--- config.mk ---
export PLATFORM = sky130hd
export DESIGN_NAME = host_filter_table_top
export DESIGN_NICKNAME = d
export VERILOG_FILES = /design/src/hft_pkg.sv /design/src/hft_mem.sv /design/src/hft_cmp.sv /design/src/host_filter_table_top.sv
export SDC_FILE = /design/constraint.sdc
export NUM_CORES = 1
export LEC_CHECK = 0
export ABC_CLOCK_PERIOD_IN_PS = 8000
export BUFFER_PORTS_ARGS = -buffer_cell sky130_fd_sc_hd__buf_2
export CAP_MARGIN = 20
export CORE_MARGIN = 1
export CORE_UTILIZATION = 61
export DETAILED_ROUTE_END_ITERATION = 16
export MAX_ROUTING_LAYER = met4
export PLACE_DENSITY_LB_ADDON = 0.2
export SLEW_MARGIN = 40
export SYNTH_ARGS = -nofsm -noshare
export SYNTH_HDL_FRONTEND = slang
export SYNTH_HIERARCHICAL = 1
export SYNTH_SLANG_ARGS = --single-unit
--- constraint.sdc ---
create_clock -name clk -period 8 [get_ports clk]
set_input_delay 0.8 -clock clk [delete_from_list [all_inputs] [get_ports clk]]
set_output_delay 0.8 -clock clk [all_outputs]
set_load 0.05 [all_outputs]
--- src/hft_pkg.sv ---
// Shared types and constants for the host filter table.
// No dependencies.
`timescale 1ns / 1ps

package hft_pkg;

	localparam int ADDR_W      = 32;
	localparam int IN_TDATA_W  = 104;
	localparam int IN_TUSER_W  = 2;
	localparam int OUT_TDATA_W = 8;

	localparam logic [IN_TUSER_W-1:0] OP_SET   = 2'd0;
	localparam logic [IN_TUSER_W-1:0] OP_CLEAR = 2'd1;
	localparam logic [IN_TUSER_W-1:0] OP_CHECK = 2'd2;

	// One table entry as held in the memory.
	typedef struct packed {
		logic [ADDR_W-1:0] addr;
		logic              flag;
	} entry_t;

	// Result beat, changed in the lowest bit.
	typedef struct packed {
		logic full_res;
		logic show;
		logic changed;
	} res_t;

endpackage

--- src/hft_mem.sv ---
// Entry storage: one write port, one registered read port.
// Depends on hft_pkg.
`timescale 1ns / 1ps

module hft_mem #(
	parameter int DEPTH = 16,
	parameter int IDX_W = 4
) (
	input  logic                 clk,
	input  logic                 we,
	input  logic [IDX_W-1:0]     waddr,
	input  hft_pkg::entry_t      wdata,
	input  logic                 re,
	input  logic [IDX_W-1:0]     raddr,
	output hft_pkg::entry_t      rdata
);

	hft_pkg::entry_t mem_q [DEPTH];
	hft_pkg::entry_t rdata_q;

	always_ff @(posedge clk) begin
		if (we) begin
			mem_q[waddr] <= wdata;
		end
		if (re) begin
			rdata_q <= mem_q[raddr];
		end
	end

	assign rdata = rdata_q;

endmodule

--- src/hft_cmp.sv ---
// Shared address comparator used by every scan step.
// Depends on hft_pkg.
`timescale 1ns / 1ps

module hft_cmp (
	input  logic [hft_pkg::ADDR_W-1:0] entry_addr,
	input  logic [hft_pkg::ADDR_W-1:0] key_a,
	input  logic [hft_pkg::ADDR_W-1:0] key_b,
	output logic                       match
);

	assign match = (entry_addr == key_a) || (entry_addr == key_b);

endmodule

--- src/host_filter_table_top.sv ---
// Host filter table top level: sequencer, entry count and output register.
// Depends on hft_pkg, hft_mem and hft_cmp.
//
// channel   dir  beat contents
// s_axis    in   tuser[1:0] opcode; tdata key_addr, on_off, local_addr, foreign_addr
// m_axis    out  tdata changed, show, full_res
//
// A set or check reads the n entries held one per cycle through the single read
// port of the entry memory and compares each one as it leaves the read register;
// a scan stops on the first match. A new beat is taken only once the last one is
// done. The entry count resets to zero; entries are not cleared. A result waits
// in the output register while the next beat is accepted and processed; the next
// result then holds the sequencer until it is taken.
`timescale 1ns / 1ps

module host_filter_table_top #(
	parameter int MAX_HOSTS = 16
) (
	input  logic                               clk,
	input  logic                               arst_n,
	input  logic                               s_axis_tvalid,
	output logic                               s_axis_tready,
	// [31:0] key_addr, [32] on_off, [64:33] local_addr, [96:65] foreign_addr
	input  logic [hft_pkg::IN_TDATA_W-1:0]     s_axis_tdata,
	// [1:0] opcode
	input  logic [hft_pkg::IN_TUSER_W-1:0]     s_axis_tuser,
	output logic                               m_axis_tvalid,
	input  logic                               m_axis_tready,
	// [0] changed, [1] show, [2] full_res
	output logic [hft_pkg::OUT_TDATA_W-1:0]    m_axis_tdata
);

	localparam int CNT_W = $clog2(MAX_HOSTS + 1);
	localparam int IDX_W = (MAX_HOSTS > 1) ? $clog2(MAX_HOSTS) : 1;
	localparam int AW    = hft_pkg::ADDR_W;
	localparam int PAD_W = hft_pkg::OUT_TDATA_W - $bits(hft_pkg::res_t);
	localparam logic [CNT_W-1:0] CNT_MAX = CNT_W'(MAX_HOSTS);

	typedef enum logic [2:0] {
		ST_IDLE = 3'b001,
		ST_SCAN = 3'b010,
		ST_DONE = 3'b100
	} st_t;

	st_t                               state_q;
	logic [CNT_W-1:0]                  count_q;
	logic [CNT_W-1:0]                  idx_q;
	logic                              rvalid_s1;
	logic [IDX_W-1:0]                  idx_s1;
	logic                              out_valid_q;
	hft_pkg::res_t                     out_q;
	hft_pkg::res_t                     res_q;
	hft_pkg::res_t                     res_in;
	hft_pkg::res_t                     res_fin;

	logic [hft_pkg::IN_TUSER_W-1:0]    op_q;
	logic [AW-1:0]                     key_q;
	logic                              flag_q;
	logic [AW-1:0]                     laddr_q;
	logic [AW-1:0]                     faddr_q;

	logic                              in_beat;
	logic                              issue;
	logic                              hit;
	logic                              finish;
	logic                              full;
	logic                              match;
	logic                              is_check;
	logic                              out_load;
	logic [AW-1:0]                     cmp_a;
	logic [AW-1:0]                     cmp_b;
	logic                              mem_we;
	logic [IDX_W-1:0]                  mem_waddr;
	hft_pkg::entry_t                   mem_wdata;
	hft_pkg::entry_t                   mem_rdata;

	assign s_axis_tready = (state_q == ST_IDLE);
	assign in_beat       = s_axis_tvalid && s_axis_tready;

	assign is_check = (op_q == hft_pkg::OP_CHECK);
	assign cmp_a    = is_check ? laddr_q : key_q;
	assign cmp_b    = is_check ? faddr_q : key_q;

	assign issue  = (state_q == ST_SCAN) && (idx_q < count_q);
	assign hit    = rvalid_s1 && match;
	assign finish = (state_q == ST_SCAN) && (hit || (!issue && !rvalid_s1));
	assign full   = (count_q == CNT_MAX);

	assign out_load = (state_q == ST_DONE) && (!out_valid_q || m_axis_tready);

	// A set overwrites the matching entry in place, or appends at the tail if the table is not full.
	assign mem_we         = finish && (op_q == hft_pkg::OP_SET) && (hit || !full);
	assign mem_waddr      = hit ? idx_s1 : count_q[IDX_W-1:0];
	assign mem_wdata.addr = key_q;
	assign mem_wdata.flag = flag_q;

	hft_mem #(
		.DEPTH (MAX_HOSTS),
		.IDX_W (IDX_W)
	) u_mem (
		.clk   (clk),
		.we    (mem_we),
		.waddr (mem_waddr),
		.wdata (mem_wdata),
		.re    (issue),
		.raddr (idx_q[IDX_W-1:0]),
		.rdata (mem_rdata)
	);

	hft_cmp u_cmp (
		.entry_addr (mem_rdata.addr),
		.key_a      (cmp_a),
		.key_b      (cmp_b),
		.match      (match)
	);

	always_ff @(posedge clk or negedge arst_n) begin
		if (!arst_n) begin
			state_q     <= ST_IDLE;
			count_q     <= '0;
			idx_q       <= '0;
			rvalid_s1   <= 1'b0;
			out_valid_q <= 1'b0;
		end else begin
			rvalid_s1   <= issue && !finish;
			out_valid_q <= out_load || (out_valid_q && !m_axis_tready);
			case (state_q)
				ST_IDLE: begin
					if (in_beat) begin
						idx_q <= '0;
						if (s_axis_tuser == hft_pkg::OP_SET ||
						    s_axis_tuser == hft_pkg::OP_CHECK) begin
							state_q <= ST_SCAN;
						end else begin
							state_q <= ST_DONE;
							if (s_axis_tuser == hft_pkg::OP_CLEAR) begin
								count_q <= '0;
							end
						end
					end
				end
				ST_SCAN: begin
					if (issue) begin
						idx_q <= idx_q + CNT_W'(1);
					end
					if (finish) begin
						state_q <= ST_DONE;
						if (op_q == hft_pkg::OP_SET && !hit && !full) begin
							count_q <= count_q + CNT_W'(1);
						end
					end
				end
				ST_DONE: begin
					if (out_load) begin
						state_q <= ST_IDLE;
					end
				end
				default: begin
					state_q <= ST_IDLE;
				end
			endcase
		end
	end

	always_comb begin
		res_in         = '0;
		res_in.changed = (s_axis_tuser == hft_pkg::OP_CLEAR) && (count_q != '0);
		res_fin        = '0;
		if (is_check) begin
			res_fin.show = hit ? mem_rdata.flag : 1'b1;
		end else begin
			res_fin.changed  = !hit && !full;
			res_fin.full_res = !hit && full;
		end
	end

	always_ff @(posedge clk) begin
		idx_s1 <= idx_q[IDX_W-1:0];
		if (in_beat) begin
			op_q    <= s_axis_tuser;
			key_q   <= s_axis_tdata[AW-1:0];
			flag_q  <= s_axis_tdata[AW];
			laddr_q <= s_axis_tdata[2*AW:AW+1];
			faddr_q <= s_axis_tdata[3*AW:2*AW+1];
		end
		if (finish) begin
			res_q <= res_fin;
		end else if (in_beat) begin
			res_q <= res_in;
		end
		if (out_load) begin
			out_q <= res_q;
		end
	end

	assign m_axis_tvalid = out_valid_q;
	assign m_axis_tdata  = {{PAD_W{1'b0}}, out_q};

endmodule

After elaboration in Yosys (flattened, before gate mapping)
Memories as Yosys holds them, arrays and structs flattened. A register that Yosys moved wholly into a read port is not among the register bits. Cells that the tools add are included.

Bits in registers: 124. Bits in latches: 0. Bits in writable memories: 528. Memory bits (read-only): 0. Input bits: 110. Memories kept: 1.

Memories: u_mem.mem_q (words 16, bits a word 33, read ports 1, clocked after Yosys merged registers in 1, write ports 1, RTL line hft_mem.sv:18) `hft_pkg::entry_t mem_q [DEPTH];`.

Add/subtract/negate cells: 2. $mul: 0. Divide/modulo/power cells: 0. Magnitude comparators: 1. Eq/ne operators: 16. Shifts and indexed selects: 0. Multiplexer cells: 25. Bitwise gates (word level): 0. Reductions and logical operators: 36.

Operators by type and width (number): $eq A32 B32 Y1 (2); $mux W32 (2); $mux W5 (7); $pmux W5 S2 (2); $mux W3 (6); $logic_and A1 B1 Y1 (15); $add A5 B1 Y5 const B (2); $pmux W3 S3 (1); $ne A2 B2 Y1 const B (4); $logic_not A1 Y1 (7); $logic_or A1 B1 Y1 (6); $mux W1 (6); $ne A2 B1 Y1 const B (3); $reduce_and A3 Y1 (2); $reduce_and A6 Y1 (1); $eq A5 B5 Y1 const B (1); $lt A5 B5 Y1 (1); $reduce_bool A5 Y1 (1); $eq A2 B2 Y1 const B (2); $logic_not A2 Y1 (2); $mux W4 (1); $reduce_bool A2 Y1 (2); $eq A3 B1 Y1 const B (1); $eq A3 B2 Y1 const B (1); other kinds (2) (2).

Logic depth before layout (Yosys ltp)
Depth in word-level cells: 11. Depth in mapped cells: 16.

By module
Netlist, hierarchy kept.

By module, submodules not included: hft_mem (instances 1, cells each 864, area an instance 20961.4 um2); host_filter_table_top (instances 1, cells each 409, area an instance 5033.6 um2); hft_cmp (instances 1, cells each 85, area an instance 698.2 um2).

Least setup slack after synthesis
Ideal clock, no wire load.

Path type: register -> register. Start point: register op_q[0] (netlist name). End point: memory u_mem/mem_q[0][0] (netlist name) (enable). Library setup time: 464 ps. Data arrival time: 5810 ps. Required time: 7536 ps. Setup slack: 1725 ps. Stages on the path, launching flop included: 17. Buffers on the path: 3. Period minus slack after synthesis: 6275 ps. Cell sequence: edfxtp_1 > nor2b_1 > clkbuf_1 > buf_1 > nand2_1 > nand2_1 > xor2_1 > nor4_1 > nand4_1 > o22ai_1 > nand2b_1 > o31ai_1 > or3_1 > buf_2 > nor4_1 > or3b_2 > nor3_1.

Longest elaborated chain between the ends: 11.

RTL lines: from (decl) (RTL line host_filter_table_top.sv:56) `logic [hft_pkg::IN_TUSER_W-1:0] op_q;`; from (signal assigned) (RTL line host_filter_table_top.sv:180) `op_q <= s_axis_tuser;`; $eq A2 B2 Y1 (*) (RTL line host_filter_table_top.sv:80) `assign is_check = (op_q == hft_pkg::OP_CHECK);`; $mux W32 (*) (RTL line host_filter_table_top.sv:81) `assign cmp_a = is_check ? laddr_q : key_q;`; net cmp_a[30] (RTL line host_filter_table_top.sv:70) `logic [AW-1:0] cmp_a;`; $eq A32 B32 Y1 (*) (RTL line hft_cmp.sv:12) `assign match = (entry_addr == key_a) || (entry_addr == key_b);`; $logic_or A1 B1 Y1 (*) (RTL line hft_cmp.sv:12); net match (RTL line host_filter_table_top.sv:67) `logic match;`; $logic_and A1 B1 Y1 (*) (RTL line host_filter_table_top.sv:85) `assign hit = rvalid_s1 && match;`; $logic_or A1 B1 Y1 (RTL line host_filter_table_top.sv:86) `assign finish = (state_q == ST_SCAN) && (hit || (!issue && !rvalid_s1));`; $logic_and A1 B1 Y1 (RTL line host_filter_table_top.sv:86); $logic_and A1 B1 Y1 (RTL line host_filter_table_top.sv:92) `assign mem_we = finish && (op_q == hft_pkg::OP_SET) && (hit || !full);`; $logic_and A1 B1 Y1 (*) (RTL line host_filter_table_top.sv:92); net mem_we (RTL line host_filter_table_top.sv:72) `logic mem_we;`; $mux W1 (*) (RTL line hft_mem.sv:22) `if (we) begin`; $mux W1 (not written as such) (*) (RTL line hft_mem.sv:23) `mem_q[waddr] <= wdata;`; to (decl) (RTL line hft_mem.sv:18).

Mark *: on every way through the listed nets, which the timed path passes. The rest lies on a longest branch.

Final worst setup path
Start point: register op_q[0] (netlist name). End point: memory u_mem/mem_q[2][1] (netlist name) (enable).

Longest elaborated chain between the ends: 11.

RTL lines: $eq A2 B2 Y1 (*) (RTL line host_filter_table_top.sv:80); $mux W32 (*) (RTL line host_filter_table_top.sv:82) `assign cmp_b = is_check ? faddr_q : key_q;`; net cmp_b[10] (RTL line host_filter_table_top.sv:71) `logic [AW-1:0] cmp_b;`; $eq A32 B32 Y1 (*) (RTL line hft_cmp.sv:12); $logic_or A1 B1 Y1 (*) (RTL line hft_cmp.sv:12); net match (RTL line host_filter_table_top.sv:67); $logic_and A1 B1 Y1 (*) (RTL line host_filter_table_top.sv:85); $logic_or A1 B1 Y1 (RTL line host_filter_table_top.sv:86); $logic_and A1 B1 Y1 (RTL line host_filter_table_top.sv:86); $logic_and A1 B1 Y1 (RTL line host_filter_table_top.sv:92); $logic_and A1 B1 Y1 (*) (RTL line host_filter_table_top.sv:92); net mem_we (RTL line host_filter_table_top.sv:72); $mux W1 (*) (RTL line hft_mem.sv:22); $mux W1 (not written as such) (*) (RTL line hft_mem.sv:23).

Marked as above.

==> run metrics <==
Area growth, synth to finish 14.1%; Total GRT Usage roughly 28%; post-synth top area share about three quarters; Crit-path slowest cell nor4_1; Max Fanout on Critical Path 21; Leak 10.2 nW; pin count of the biggest net entering global routing 101; crit end category flop; global route overflow 0; Yosys top cell by area edfxtp_1; Synth Cell Area 26700 um2; Post-synth EDFFs 666; status finished, final reports clean; Port Buffers 107; Worst Path Arrival between 6 and 7 ns; Multi-input gate area 5960 um2; fin nets 1633; power per cell area between 200 and 300 nW/um2; Hold Crit Class in -> async; sequential cell area fraction in the yosys report 76.6%; Setup Skew 0.0271 ns; CTS max path bufs 3; first-pass GRT wire length approximately 86 mm; count leader, synth edfxtp_1; VDD IR-drop max about 270 uV; via count between 10000 and 15000; Slew @ Worst Pin around 0.82 ns; die area 44600 um2; starting density of the core 62.0%; Max Cap Viol 0; Reg clk slew, reported paths 0.05 ns; Final ANT Viol Nets 0; Most used DFF post-synth edfxtp_1; Synth Area in Compound Gates 2.69%; CTS tree built; # IOs 120; TritonCTS Buffers between 60 and 70; Clk Latency, worst-skew pair roughly 0.6 ns; RSZ-0062 raised after global routing no; post-synthesis adder-cell area fraction 0.328%; final setup vio count 0; Post-Route WL roughly 59 mm; DR WL/cell 27.2 um; Top Usage Layer GRT met2; Worst EP required approximately 8.2 ns; Die X 211 um; Setup crit start kind flop; R2R Setup Slk 1.62 ns; Avg Inst Size Synth approximately 20 um2; antenna violations before repair 0; GPL Wtd Cong 0.862; share of cells above drive strength 1 26.2%; Setup TNS 0 ns; vias in the first global route between 10000 and 15000; most common library cells after synthesis edfxtp_1 (666), nand2_1 (213), mux4_2 (113); met1 usage 37.1%; first-pass detailed-route iteration total 7; critical path type reg -> reg; fin cells 2155; final hold violations 0; Num Clock Sinks about 690; fin worst setup slack around 1.6 ns; ranking of synthesized cells by area edfxtp_1 (75%), mux4_2 (9.5%), nand2_1 (3.0%); CP Cell Sequence nand2b_2 > buf_4 > nand2_1 > nand2_1 > xor2_1 > nor4_1 > nand4_1 > o22ai_1 > nand2b_1 > o31ai_1 > or3_1 > nor4_1 > or3b_2 > nor2_4 > buf_4; Peak Freq around 0.16 GHz; Fill cells 2610; worst slack, placed 1.67 ns; flops & latches, synth approximately 700; Final Slew Violations 0; Async SR Flop Fraction 2.19%; largest family of logic cells by synthesized area multiplexers; post-synthesis mux area share 11.7%; Post-CTS Setup Inserts 0; Sequential cell area 20500 um2; fin crit share 79.8%; met2 usage 44.8%; post-CTS sizing 0; # hold bufs at CTS 0; simple-gate share of the synthesized area 4.85%; Die H 211 um; Placed Cells ~2000; min Tclk post-route 6.38 ns; Slew headroom between 40% and 50%; met3 Use GR 4.64%; Vias/cell 6.26; Mapped Cells 1358; Root Driver clkbuf_16; xor/xnor share of the synthesized area between 2 and 2.5%; Netlist cell types between 50 and 60; H-tree levels 3; critical path's largest stage delay 0.64 ns; drt drc 0; Ys Warns 6; Core Area 43100 um2; Diodes inserted 0; DP HPWL around 33 mm; Site Rows 76; initial DRC count 1384
==> worst max-delay path: cells and delay by family (launching register included) <==
kind                   cells  cell delay, ns
AO/OA/AOI/OAI              2            0.66
XOR/XNOR                   1            0.21
buffers and inverters      2            0.87
flip-flops                 1            0.46
AND/OR/NAND/NOR           10            3.77
==> per-stage QoR <==
stage               total power, mW  utilization [%]  hold slack, ns  cell area (um2)
floorplan                      5.02                -           0.400            26700
global placement               5.27             65.0           0.403            28000
detailed placement             5.30             65.2           0.406            28100
CTS                            8.58             70.6           0.123            30400
global route                   8.80             70.7           0.129            30500
finish                         8.53             70.7           0.126            30500
==> registers in the layout, indices dropped and copies added (netlist names) <==
signal	flops
m_axis_tvalid	1
u_mem/rdata	33
flag_q	1
op_q	2
res_q	3
m_axis_tdata	3
u_mem/mem_q	528
laddr_q	32
key_q	32
idx_q	5
faddr_q	32
state_q	3
idx_s1	4
rvalid_s1	1
count_q	5
==> layer usage <==
| metal | part of all wire, % | vias up |
|---|---|---|
| li1 | - | 5751 |
| met1 | 39 | 6997 |
| met2 | 50 | 598 |
| met3 | 7.1 | 141 |
| met4 | 3.6 | 0 |
| met5 | 0 | - |
==> path summary, 6_finish.rpt <==
kind / from / endpoint / cells past startpoint
worst max-delay path: op_q[0] / u_mem/mem_q[2][1] / 15
max in group asynchronous: arst_n / state_q[0] / 1
worst max register to register: op_q[0] / u_mem/mem_q[2][1] / 15
worst min-delay path: arst_n / count_q[1] / 1
min in group clk: s_axis_tdata[15] / key_q[15] / 1
worst min register to register: res_q[2] / m_axis_tdata[2] / 0
==> cells by family after synthesis <==
family	after synthesis
DFF	685
and+or+nand+nor	293
muxes	140
AOI/OAI and AO/OA	96
buffers and inverters	71
xor gates and xnor gates	65
adders and majority gates	7
other	1
==> cell type report <==
cell class / count / share of cell area, %
clock buffers: 77 / 5.91
clock inverters: 48 / 1.78
inverters: 7 / 0.0945
multi-input cells: 606 / 19.6
flip-flops and latches: 685 / 67.2
well taps: 585 / 2.40
repair buffers: 147 / 3.05
==> cell usage in the layout, fill, tap and decap left out, types with 12 or more instances in the layout <==
cell type and count:
a22oi_1 66, buf_2 107, buf_4 32, clkbuf_16 71
clkinv_2 20, dfrtp_1 12, edfxtp_1 666, mux4_1 19
mux4_2 113, nand2_1 213, nor2_4 13, nor4_1 16
xor2_1 64
==> report_power, final <==
group | leakage [nW] | internal [mW] | switching (mW)
sequential | 6.26 | 4.23 | 0.217
clock | 1.15 | 1.98 | 1.31
combinational | 2.75 | 0.322 | 0.467
total | 10.2 | 6.53 | 2.00
Power figures use the tool's default switching activity.
